[src/sv/ifsp_pkg.sv]
// shared types, constants and helpers of the ipv4 fragment size planner
package ifsp_pkg;

  localparam int unsigned HeaderBytes  = 20;
  localparam int unsigned MaxFragments = 64;
  localparam int unsigned FifoDepth    = 2;
  localparam int unsigned DivSteps     = 16;

  localparam int unsigned CntW   = $clog2(MaxFragments);
  localparam int unsigned NfragW = $clog2(MaxFragments + 1);
  localparam int unsigned DivCntW = $clog2(DivSteps);

  localparam logic [15:0] MtuFloor = 16'd1048;
  localparam logic [15:0] MtuReset = 16'd1500;
  localparam logic [15:0] HdrLen   = 16'(HeaderBytes);

  // one packet waiting for the back end
  typedef struct packed {
    logic        unfrag;
    logic [15:0] total;
    logic [15:0] len;
  } job_t;

  typedef struct packed {
    logic        start;
    logic [15:0] dividend;
    logic [15:0] divisor;
  } div_req_t;

  typedef struct packed {
    logic        done;
    logic [15:0] quot;
    logic [15:0] rem;
  } div_rsp_t;

  typedef enum logic [2:0] {
    ST_IDLE,
    ST_DIV_CNT,
    ST_DIV_AVG,
    ST_MUL,
    ST_FIRST,
    ST_EMIT
  } back_state_e;

  function automatic logic [15:0] round_up8(input logic [15:0] v);
    logic [16:0] s;
    s = {1'b0, v} + 17'd7;
    return {s[15:3], 3'b000};
  endfunction

endpackage

[src/sv/ifsp_fifo.sv]
// short job queue between the front and back ends
module ifsp_fifo (
  input  logic          clk_i,
  input  logic          rst_ni,
  input  logic          push_i,
  input  ifsp_pkg::job_t push_data_i,
  output logic          full_o,
  input  logic          pop_i,
  output logic          empty_o,
  output ifsp_pkg::job_t head_o
);
  import ifsp_pkg::*;

  localparam int unsigned PtrW = (FifoDepth > 1) ? $clog2(FifoDepth) : 1;
  localparam int unsigned FillW = $clog2(FifoDepth + 1);

  job_t             mem_q [FifoDepth];
  logic [PtrW-1:0]  wr_ptr_q, wr_ptr_d;
  logic [PtrW-1:0]  rd_ptr_q, rd_ptr_d;
  logic [FillW-1:0] fill_q, fill_d;
  logic             do_push, do_pop;

  assign full_o  = (fill_q == FillW'(FifoDepth));
  assign empty_o = (fill_q == '0);
  assign head_o  = mem_q[rd_ptr_q];
  assign do_push = push_i && !full_o;
  assign do_pop  = pop_i && !empty_o;

  function automatic logic [PtrW-1:0] next_ptr(input logic [PtrW-1:0] p);
    return (p == PtrW'(FifoDepth - 1)) ? '0 : p + PtrW'(1);
  endfunction

  always_comb begin
    wr_ptr_d = do_push ? next_ptr(wr_ptr_q) : wr_ptr_q;
    rd_ptr_d = do_pop ? next_ptr(rd_ptr_q) : rd_ptr_q;
    fill_d   = fill_q;
    if (do_push && !do_pop) begin
      fill_d = fill_q + FillW'(1);
    end else if (do_pop && !do_push) begin
      fill_d = fill_q - FillW'(1);
    end
  end

  always_ff @(posedge clk_i or negedge rst_ni) begin
    if (!rst_ni) begin
      wr_ptr_q <= '0;
      rd_ptr_q <= '0;
      fill_q   <= '0;
    end else begin
      wr_ptr_q <= wr_ptr_d;
      rd_ptr_q <= rd_ptr_d;
      fill_q   <= fill_d;
    end
  end

  always_ff @(posedge clk_i) begin
    if (do_push) begin
      mem_q[wr_ptr_q] <= push_data_i;
    end
  end

endmodule

[src/sv/ifsp_front.sv]
// front end: mtu register, input accept and fits-or-fragments classification
module ifsp_front (
  input  logic           clk_i,
  input  logic           rst_ni,
  input  logic           cfg_we_i,
  input  logic [15:0]    cfg_wdata_i,
  input  logic           in_valid_i,
  output logic           in_stall_o,
  input  logic [15:0]    packet_length_i,
  input  logic           fifo_full_i,
  output logic           push_o,
  output ifsp_pkg::job_t job_o,
  output logic [15:0]    mtu_o
);
  import ifsp_pkg::*;

  logic [15:0] mtu_q, mtu_d;

  always_comb begin
    mtu_d = mtu_q;
    if (cfg_we_i) begin
      mtu_d = (cfg_wdata_i < MtuFloor) ? MtuFloor : cfg_wdata_i;
    end
  end

  always_ff @(posedge clk_i or negedge rst_ni) begin
    if (!rst_ni) begin
      mtu_q <= MtuReset;
    end else begin
      mtu_q <= mtu_d;
    end
  end

  assign mtu_o      = mtu_q;
  assign in_stall_o = fifo_full_i;
  assign push_o     = in_valid_i && !fifo_full_i;

  // a length below the header always fits, so the payload clamp only hits whole packets
  always_comb begin
    job_o.unfrag = (packet_length_i <= mtu_q);
    job_o.total  = packet_length_i;
    job_o.len    = (packet_length_i >= HdrLen) ? packet_length_i - HdrLen : '0;
  end

endmodule

[src/sv/ifsp_div.sv]
// bit-serial restoring divider, one quotient bit per cycle
module ifsp_div (
  input  logic               clk_i,
  input  logic               rst_ni,
  input  ifsp_pkg::div_req_t req_i,
  output ifsp_pkg::div_rsp_t rsp_o
);
  import ifsp_pkg::*;

  logic               busy_q, busy_d;
  logic               done_q, done_d;
  logic [DivCntW-1:0] cnt_q, cnt_d;
  logic [15:0]        rem_q, rem_d;
  logic [15:0]        quot_q, quot_d;
  logic [15:0]        dvs_q, dvs_d;
  logic [16:0]        shifted;
  logic               fits;

  assign shifted = {rem_q, quot_q[15]};
  assign fits    = (shifted >= {1'b0, dvs_q});

  always_comb begin
    busy_d = busy_q;
    done_d = 1'b0;
    cnt_d  = cnt_q;
    rem_d  = rem_q;
    quot_d = quot_q;
    dvs_d  = dvs_q;
    if (req_i.start) begin
      busy_d = 1'b1;
      cnt_d  = DivCntW'(DivSteps - 1);
      rem_d  = '0;
      quot_d = req_i.dividend;
      dvs_d  = req_i.divisor;
    end else if (busy_q) begin
      rem_d  = fits ? 16'(shifted - {1'b0, dvs_q}) : shifted[15:0];
      quot_d = {quot_q[14:0], fits};
      cnt_d  = cnt_q - DivCntW'(1);
      if (cnt_q == '0) begin
        busy_d = 1'b0;
        done_d = 1'b1;
      end
    end
  end

  always_ff @(posedge clk_i or negedge rst_ni) begin
    if (!rst_ni) begin
      busy_q <= 1'b0;
      done_q <= 1'b0;
      cnt_q  <= '0;
    end else begin
      busy_q <= busy_d;
      done_q <= done_d;
      cnt_q  <= cnt_d;
    end
  end

  always_ff @(posedge clk_i) begin
    rem_q  <= rem_d;
    quot_q <= quot_d;
    dvs_q  <= dvs_d;
  end

  assign rsp_o.done = done_q;
  assign rsp_o.quot = quot_q;
  assign rsp_o.rem  = rem_q;

endmodule

[src/sv/ifsp_back.sv]
// back end: sizes one packet's fragments, emits one per cycle unless stalled
module ifsp_back (
  input  logic               clk_i,
  input  logic               rst_ni,
  input  logic [15:0]        mtu_i,
  input  logic               fifo_empty_i,
  input  ifsp_pkg::job_t     head_i,
  output logic               pop_o,
  output ifsp_pkg::div_req_t div_req_o,
  input  ifsp_pkg::div_rsp_t div_rsp_i,
  output logic               out_valid_o,
  input  logic               out_stall_i,
  output logic [15:0]        payload_offset_o,
  output logic [15:0]        payload_length_o,
  output logic               more_fragments_o,
  output logic [13:0]        fragment_word_o,
  output logic [15:0]        fragment_total_length_o,
  output logic               unfragmented_o,
  output logic               last_o
);
  import ifsp_pkg::*;

  back_state_e        state_q, state_d;
  job_t               job_q;
  logic [NfragW-1:0]  nfrag_q;
  logic [15:0]        fleno_q;
  logic [15:0]        flen0_q;
  logic [22:0]        prod_q;
  logic               fixed_q;
  logic [15:0]        off_q;
  logic [CntW-1:0]    cnt_q;

  logic               out_valid_q;
  logic [15:0]        out_off_q, out_len_q, out_total_q;
  logic               out_mf_q, out_unfrag_q, out_last_q;

  logic [15:0]        unit_room, fmtu;
  logic [NfragW-1:0]  nfrag_calc;
  logic [15:0]        first_raw;
  logic               first_over;
  logic [15:0]        rest, flen;
  logic               mf, fin;
  logic               load;

  assign unit_room  = mtu_i - HdrLen;
  assign fmtu       = {unit_room[15:3], 3'b000};
  assign nfrag_calc = div_rsp_i.quot[NfragW-1:0] + NfragW'(div_rsp_i.rem != '0);
  assign first_raw  = round_up8(job_q.len - prod_q[15:0]);
  assign first_over = (first_raw > fmtu);

  // size of the fragment at the current offset
  always_comb begin
    rest = job_q.len - off_q;
    flen = rest;
    if (rest > unit_room) begin
      flen = (off_q == '0) ? flen0_q : fleno_q;
    end
    if (flen > rest || flen == '0) begin
      flen = rest;
    end
    mf  = (flen < rest);
    fin = !mf || (cnt_q == CntW'(MaxFragments - 1));
  end

  // next state
  always_comb begin
    state_d = state_q;
    unique case (state_q)
      ST_IDLE: begin
        if (!fifo_empty_i) begin
          state_d = head_i.unfrag ? ST_EMIT : ST_DIV_CNT;
        end
      end
      ST_DIV_CNT: begin
        if (div_rsp_i.done) begin
          state_d = ST_DIV_AVG;
        end
      end
      ST_DIV_AVG: begin
        if (div_rsp_i.done) begin
          state_d = ST_MUL;
        end
      end
      ST_MUL: state_d = ST_FIRST;
      ST_FIRST: begin
        state_d = (first_over && !fixed_q) ? ST_MUL : ST_EMIT;
      end
      ST_EMIT: begin
        if (load && fin) begin
          state_d = ST_IDLE;
        end
      end
      default: state_d = ST_IDLE;
    endcase
  end

  // control outputs
  always_comb begin
    pop_o     = 1'b0;
    div_req_o = '0;
    load      = 1'b0;
    unique case (state_q)
      ST_IDLE: begin
        pop_o              = !fifo_empty_i;
        div_req_o.start    = !fifo_empty_i && !head_i.unfrag;
        div_req_o.dividend = head_i.len;
        div_req_o.divisor  = fmtu;
      end
      ST_DIV_CNT: begin
        div_req_o.start    = div_rsp_i.done;
        div_req_o.dividend = job_q.len;
        div_req_o.divisor  = 16'(nfrag_calc);
      end
      ST_EMIT: load = !out_valid_q || !out_stall_i;
      default: ;
    endcase
  end

  always_ff @(posedge clk_i or negedge rst_ni) begin
    if (!rst_ni) begin
      state_q     <= ST_IDLE;
      out_valid_q <= 1'b0;
    end else begin
      state_q <= state_d;
      if (load) begin
        out_valid_q <= 1'b1;
      end else if (!out_stall_i) begin
        out_valid_q <= 1'b0;
      end
    end
  end

  always_ff @(posedge clk_i) begin
    if (pop_o) begin
      job_q   <= head_i;
      fixed_q <= 1'b0;
      off_q   <= '0;
      cnt_q   <= '0;
    end
    if (state_q == ST_DIV_CNT && div_rsp_i.done) begin
      nfrag_q <= nfrag_calc;
    end
    if (state_q == ST_DIV_AVG && div_rsp_i.done) begin
      fleno_q <= {div_rsp_i.quot[15:3], 3'b000};
    end
    if (state_q == ST_MUL) begin
      prod_q <= 23'(fleno_q) * 23'(nfrag_q - NfragW'(1));
    end
    if (state_q == ST_FIRST) begin
      // one widening of the middle size if the first fragment would overflow
      if (first_over && !fixed_q) begin
        fleno_q <= fleno_q + 16'd8;
        fixed_q <= 1'b1;
      end else begin
        flen0_q <= (first_raw < fleno_q) ? fleno_q : first_raw;
      end
    end
    if (load) begin
      off_q        <= off_q + flen;
      cnt_q        <= cnt_q + CntW'(1);
      out_off_q    <= off_q;
      out_len_q    <= flen;
      out_mf_q     <= mf;
      out_total_q  <= job_q.unfrag ? job_q.total : flen + HdrLen;
      out_unfrag_q <= job_q.unfrag;
      out_last_q   <= fin;
    end
  end

  assign out_valid_o             = out_valid_q;
  assign payload_offset_o        = out_off_q;
  assign payload_length_o        = out_len_q;
  assign more_fragments_o        = out_mf_q;
  assign fragment_word_o         = {out_mf_q, out_off_q[15:3]};
  assign fragment_total_length_o = out_total_q;
  assign unfragmented_o          = out_unfrag_q;
  assign last_o                  = out_last_q;

endmodule

[src/sv/ipv4_fragment_size_planner_core.sv]
// a packet that fits the mtu goes from the queue via the emit state to the output
// a fragmented packet runs two 16-step bit-serial divisions, then the mul and first
// sizing states, twice if the middle size must widen; then its fragments leave one
// per cycle while the output is not stalled
// a two-entry queue lets new packets in while the back end works
// reset: mtu is 1500, the queue and the output register are empty
module ipv4_fragment_size_planner_core (
  input  logic        clk_i,
  input  logic        rst_ni,
  input  logic        cfg_we_i,
  input  logic [15:0] cfg_wdata_i,
  input  logic        in_valid_i,
  output logic        in_stall_o,
  input  logic [15:0] packet_length_i,
  output logic        out_valid_o,
  input  logic        out_stall_i,
  output logic [15:0] payload_offset_o,
  output logic [15:0] payload_length_o,
  output logic        more_fragments_o,
  output logic [13:0] fragment_word_o,
  output logic [15:0] fragment_total_length_o,
  output logic        unfragmented_o,
  output logic        last_o
);
  import ifsp_pkg::*;

  job_t        push_job, head_job;
  logic        push, pop, fifo_full, fifo_empty;
  logic [15:0] mtu;
  div_req_t    div_req;
  div_rsp_t    div_rsp;

  ifsp_front u_front (
    .clk_i           (clk_i),
    .rst_ni          (rst_ni),
    .cfg_we_i        (cfg_we_i),
    .cfg_wdata_i     (cfg_wdata_i),
    .in_valid_i      (in_valid_i),
    .in_stall_o      (in_stall_o),
    .packet_length_i (packet_length_i),
    .fifo_full_i     (fifo_full),
    .push_o          (push),
    .job_o           (push_job),
    .mtu_o           (mtu)
  );

  ifsp_fifo u_fifo (
    .clk_i       (clk_i),
    .rst_ni      (rst_ni),
    .push_i      (push),
    .push_data_i (push_job),
    .full_o      (fifo_full),
    .pop_i       (pop),
    .empty_o     (fifo_empty),
    .head_o      (head_job)
  );

  ifsp_div u_div (
    .clk_i  (clk_i),
    .rst_ni (rst_ni),
    .req_i  (div_req),
    .rsp_o  (div_rsp)
  );

  ifsp_back u_back (
    .clk_i                   (clk_i),
    .rst_ni                  (rst_ni),
    .mtu_i                   (mtu),
    .fifo_empty_i            (fifo_empty),
    .head_i                  (head_job),
    .pop_o                   (pop),
    .div_req_o               (div_req),
    .div_rsp_i               (div_rsp),
    .out_valid_o             (out_valid_o),
    .out_stall_i             (out_stall_i),
    .payload_offset_o        (payload_offset_o),
    .payload_length_o        (payload_length_o),
    .more_fragments_o        (more_fragments_o),
    .fragment_word_o         (fragment_word_o),
    .fragment_total_length_o (fragment_total_length_o),
    .unfragmented_o          (unfragmented_o),
    .last_o                  (last_o)
  );

endmodule

[config.mk]
export PLATFORM = sky130hd
export DESIGN_NAME = ipv4_fragment_size_planner_core
export DESIGN_NICKNAME = d
export VERILOG_FILES = /design/src/sv/ifsp_pkg.sv /design/src/sv/ifsp_fifo.sv /design/src/sv/ifsp_front.sv /design/src/sv/ifsp_div.sv /design/src/sv/ifsp_back.sv /design/src/sv/ipv4_fragment_size_planner_core.sv
export SDC_FILE = /design/constraint.sdc
export NUM_CORES = 1
export LEC_CHECK = 0
export BUFFER_PORTS_ARGS = -buffer_cell sky130_fd_sc_hd__clkbuf_2
export CAP_MARGIN = 40
export CORE_MARGIN = 10
export CORE_UTILIZATION = 30
export DETAILED_ROUTE_END_ITERATION = 10
export HOLD_SLACK_MARGIN = 0.1
export PLACE_DENSITY = 0.43
export SYNTH_ARGS = -nofsm -noshare
export SYNTH_HDL_FRONTEND = slang
export SYNTH_HIERARCHICAL = 1
export SYNTH_SLANG_ARGS = --single-unit
export TNS_END_PERCENT = 5
[constraint.sdc]
create_clock -name clk_i -period 11.25 [get_ports clk_i]
set_input_delay 1.125 -clock clk_i [delete_from_list [all_inputs] [get_ports clk_i]]
set_output_delay 1.125 -clock clk_i [all_outputs]
set_load 0.02 [all_outputs]
==> flow_summary.json <==
{
  "status": "finished clean",
  "drtIter0Drc": 1028,
  "syn_nets": 2448,
  "grt_pass1_vias": 16682,
  "synth.most_common_cell": "edfxtp_1",
  "synthMuxAreaShare_pct": 6.25,
  "ctsLongestPathBuffers": 3,
  "maxCapViolCount": 0,
  "synth_compound_area_share_pct": 12.3,
  "synthAdderAreaFrac_pct": 17.5,
  "fin_area_mm2": 0.0247,
  "synth_ff_type": "edfxtp_1",
  "ctsResizeCount": 0,
  "gp_congestion": 0.891,
  "post-dp-hpwl_mm": 56.1,
  "clkTransAtPathRegs_ps": 60,
  "synth_top_family_by_area": "adder cells",
  "drc_errors": 0,
  "async_flop_share_pct": 9.80,
  "hold_path_class": "flip-flop to flip-flop",
  "die_area_mm2": 0.0849,
  "startpoint": "u_back/job_q[0]",
  "cts_root_buffer": "clkbuf_16",
  "fin_crit_sh_pct": 91.6,
  "synth_seq_cells": 306,
  "skew_ps": 18.1,
  "cpMaxStageDelayCell": "or4b_2",
  "rsz0062_at_grt": "false",
  "synth_area_mm2": 0.0221,
  "rr_worst_depth": 39,
  "final-setup-viol-count": 0,
  "synthCells": 2140,
  "wirelength_mm": 71.6,
  "maxSlewHeadroom_pct": 39.2,
  "wl_per_cell_um": 22.3,
  "rr_startpoint": "u_back/job_q[0]",
  "fin_crit_ps": 10310,
  "critical_path_class": "flip-flop to flip-flop",
  "grt_max_degree": 46,
  "num-nets-final": 2533,
  "rrSetupSlack_ps": 940,
  "worst_hold_startpoint": "u_back/fixed_q",
  "hold_depth": 2,
  "rows": 99,
  "start_util_pct": 30.3,
  "synth-edff-count": 246,
  "clock-sinks": 306,
  "synthTopCellsByArea": "edfxtp_1 (33%), ha_1 (12%), fa_1 (5.8%)",
  "slew_violations": 0,
  "fmax_mhz": 97.0,
  "worstPathRequired_ps": 11550,
  "cts_tree": "yes",
  "path_max_fanout": 18,
  "grt_usage_pct": 16.4,
  "fp.dieH_um": 291,
  "synth_xor_area_share_pct": 4.12,
  "htree_levels": 2,
  "tightest_slew_ps": 905,
  "holdPathEnd": "u_back/fixed_q",
  "timing.rr.end": "u_back/off_q[14]",
  "ys_seq_area_share_pct": 39.6,
  "vias_per_cell": 5.16,
  "top_level_ports": 104,
  "io_buffers": 103,
  "start_kind": "flip-flop",
  "area_delta_synth_final_pct": 12.0,
  "post-cts-setup-buffers": 0,
  "synthSimpleGateAreaFrac_pct": 13.8,
  "timing.setup.tns_ps": 0,
  "arrival_ps": 10610,
  "cts_hold_buf": 0,
  "numCtsBuffers": 37,
  "clock_latency_ps": 550,
  "ant_nets": 0,
  "yosys-top-cells-count": "edfxtp_1 (246), inv_1 (209), ha_1 (207), nor2_1 (207), nand2_1 (136)",
  "drive_above_1_share_pct": 14.3,
  "overflow": 0,
  "drt_pass1_iterations": 4,
  "crit_top_cell": "a21oi_1",
  "die_w_um": 291,
  "synth_top_area_share_pct": 33.4,
  "finalHoldViolCount": 0,
  "grt_pass1_wl_mm": 107,
  "antenna_found_initial": 2,
  "yosysWarnings": 6,
  "crit_path_end_kind": "flip-flop",
  "slowest_delay_ps": 700,
  "core-area_mm2": 0.0730,
  "vias": 16594,
  "synth_cell_types": 94,
  "avgSynthCellArea_um2": 10.3,
  "place_area_mm2": 0.0236,
  "synth_area_leader_cell": "edfxtp_1"
}
## worst max-delay path, delay by kind of cell, from the launching register on
kind | cells | cell delay [ps]
XOR/XNOR | 1 | 180
adder cells (fa/ha/maj) | 6 | 1780
AND/OR/NAND/NOR | 7 | 2340
AO/OA/AOI/OAI | 20 | 4500
flip-flops | 1 | 480
buffers and inverters | 5 | 790
## cells in the final DEF, fill, tap and decap left out, types with 12 or more instances in the layout
cell type and n:
clkbuf_16 38, and2_1 34, a21oi_1 90, a31oi_1 19
ha_1 207, or3_1 12, nand3_1 41, buf_4 44
o21ai_0 79, xor2_1 37, mux2_2 45, mux2_4 32
dfrtp_1 22, nand4_1 22, dfxtp_1 30, mux2i_1 38
a21o_1 26, inv_1 208, clkbuf_2 103, a211oi_1 13
nor2_1 205, a22o_1 16, edfxtp_1 246, xnor2_1 67
nor4_1 33, nor3_1 38, o21ai_1 12, fa_1 64
nand2_1 136, nor2b_1 27, a311oi_1 12, and3_1 21
nand2b_1 23, o21a_1 18, o31ai_1 12
## kinds of logic (layout without fill, tap and decap cells)
group / after synthesis / after routing
AOI/OAI and AO/OA: 398 / 398
xor gates and xnor gates: 104 / 104
adders and majority gates: 271 / 271
buffers and inverters: 315 / 428
DFF: 306 / 306
muxes: 116 / 116
other: 0 / 1
and+or+nand+nor: 630 / 630
## stage by stage
stage | worst slack (ps) | hold slack (ps) | util (%) | instances
after global placement | 1180 | 488 | 32.3 | 3142
final | 940 | 495 | 33.9 | 3213
after floorplan | 2400 | 424 | - | 2140
after detailed placement | 1170 | 478 | 32.3 | 3144
after CTS | 1070 | 491 | 33.9 | 3211
after global routing | 226 | 538 | 33.9 | 3212
## layout make-up
cell class | count | area (um2)
timing repair buffer | 149 | 878
multi-input combinational | 1519 | 12000
inverter | 212 | 796
tap | 959 | 1200
fill | 7359 | 48200
clock buffer | 48 | 1010
clock inverter | 19 | 139
sequential | 306 | 8750
antenna | 1 | 2.50
## per-layer routing
metal | global-route usage [%] | vias up | wire length, um
met4 | 3.54 | 2 | 1220
li1 | - | 7833 | -
met1 | 23.4 | 8339 | 35300
met2 | 26.1 | 343 | 32400
met3 | 2.00 | 77 | 2630
met5 | 0 | - | 9
## sequential cells by signal, indices dropped and copies added (netlist names), 3 cells and up
register,count
u_fifo/mem_q,66
u_back/job_q,33
u_back/flen0_q,16
u_back/fleno_q,16
u_back/fragment_total_length_o,16
u_back/off_q,16
u_back/payload_length_o,16
u_back/payload_offset_o,16
u_back/prod_q,16
u_div/dvs_q,16
u_div/quot_q,16
u_div/rem_q,16
u_front/mtu_o,16
u_back/nfrag_q,7
u_back/cnt_q,6
u_div/cnt_q,4
u_back/state_q,3
## how the worst max path moves through the flow
| stage | end | slack (ps) |
|---|---|---|
| finish | u_back/off_q[14] | 940 |
| global route | u_back/off_q[15] | 230 |
| CTS | u_back/off_q[14] | 1070 |
| detailed placement | u_back/off_q[14] | 1170 |
| global placement | u_back/off_q[14] | 1180 |
| floorplan | u_back/off_q[14] | 2400 |
Power is not shown: default switching activity piles up to over one toggle a cycle in this logic, so the estimate is an artifact.
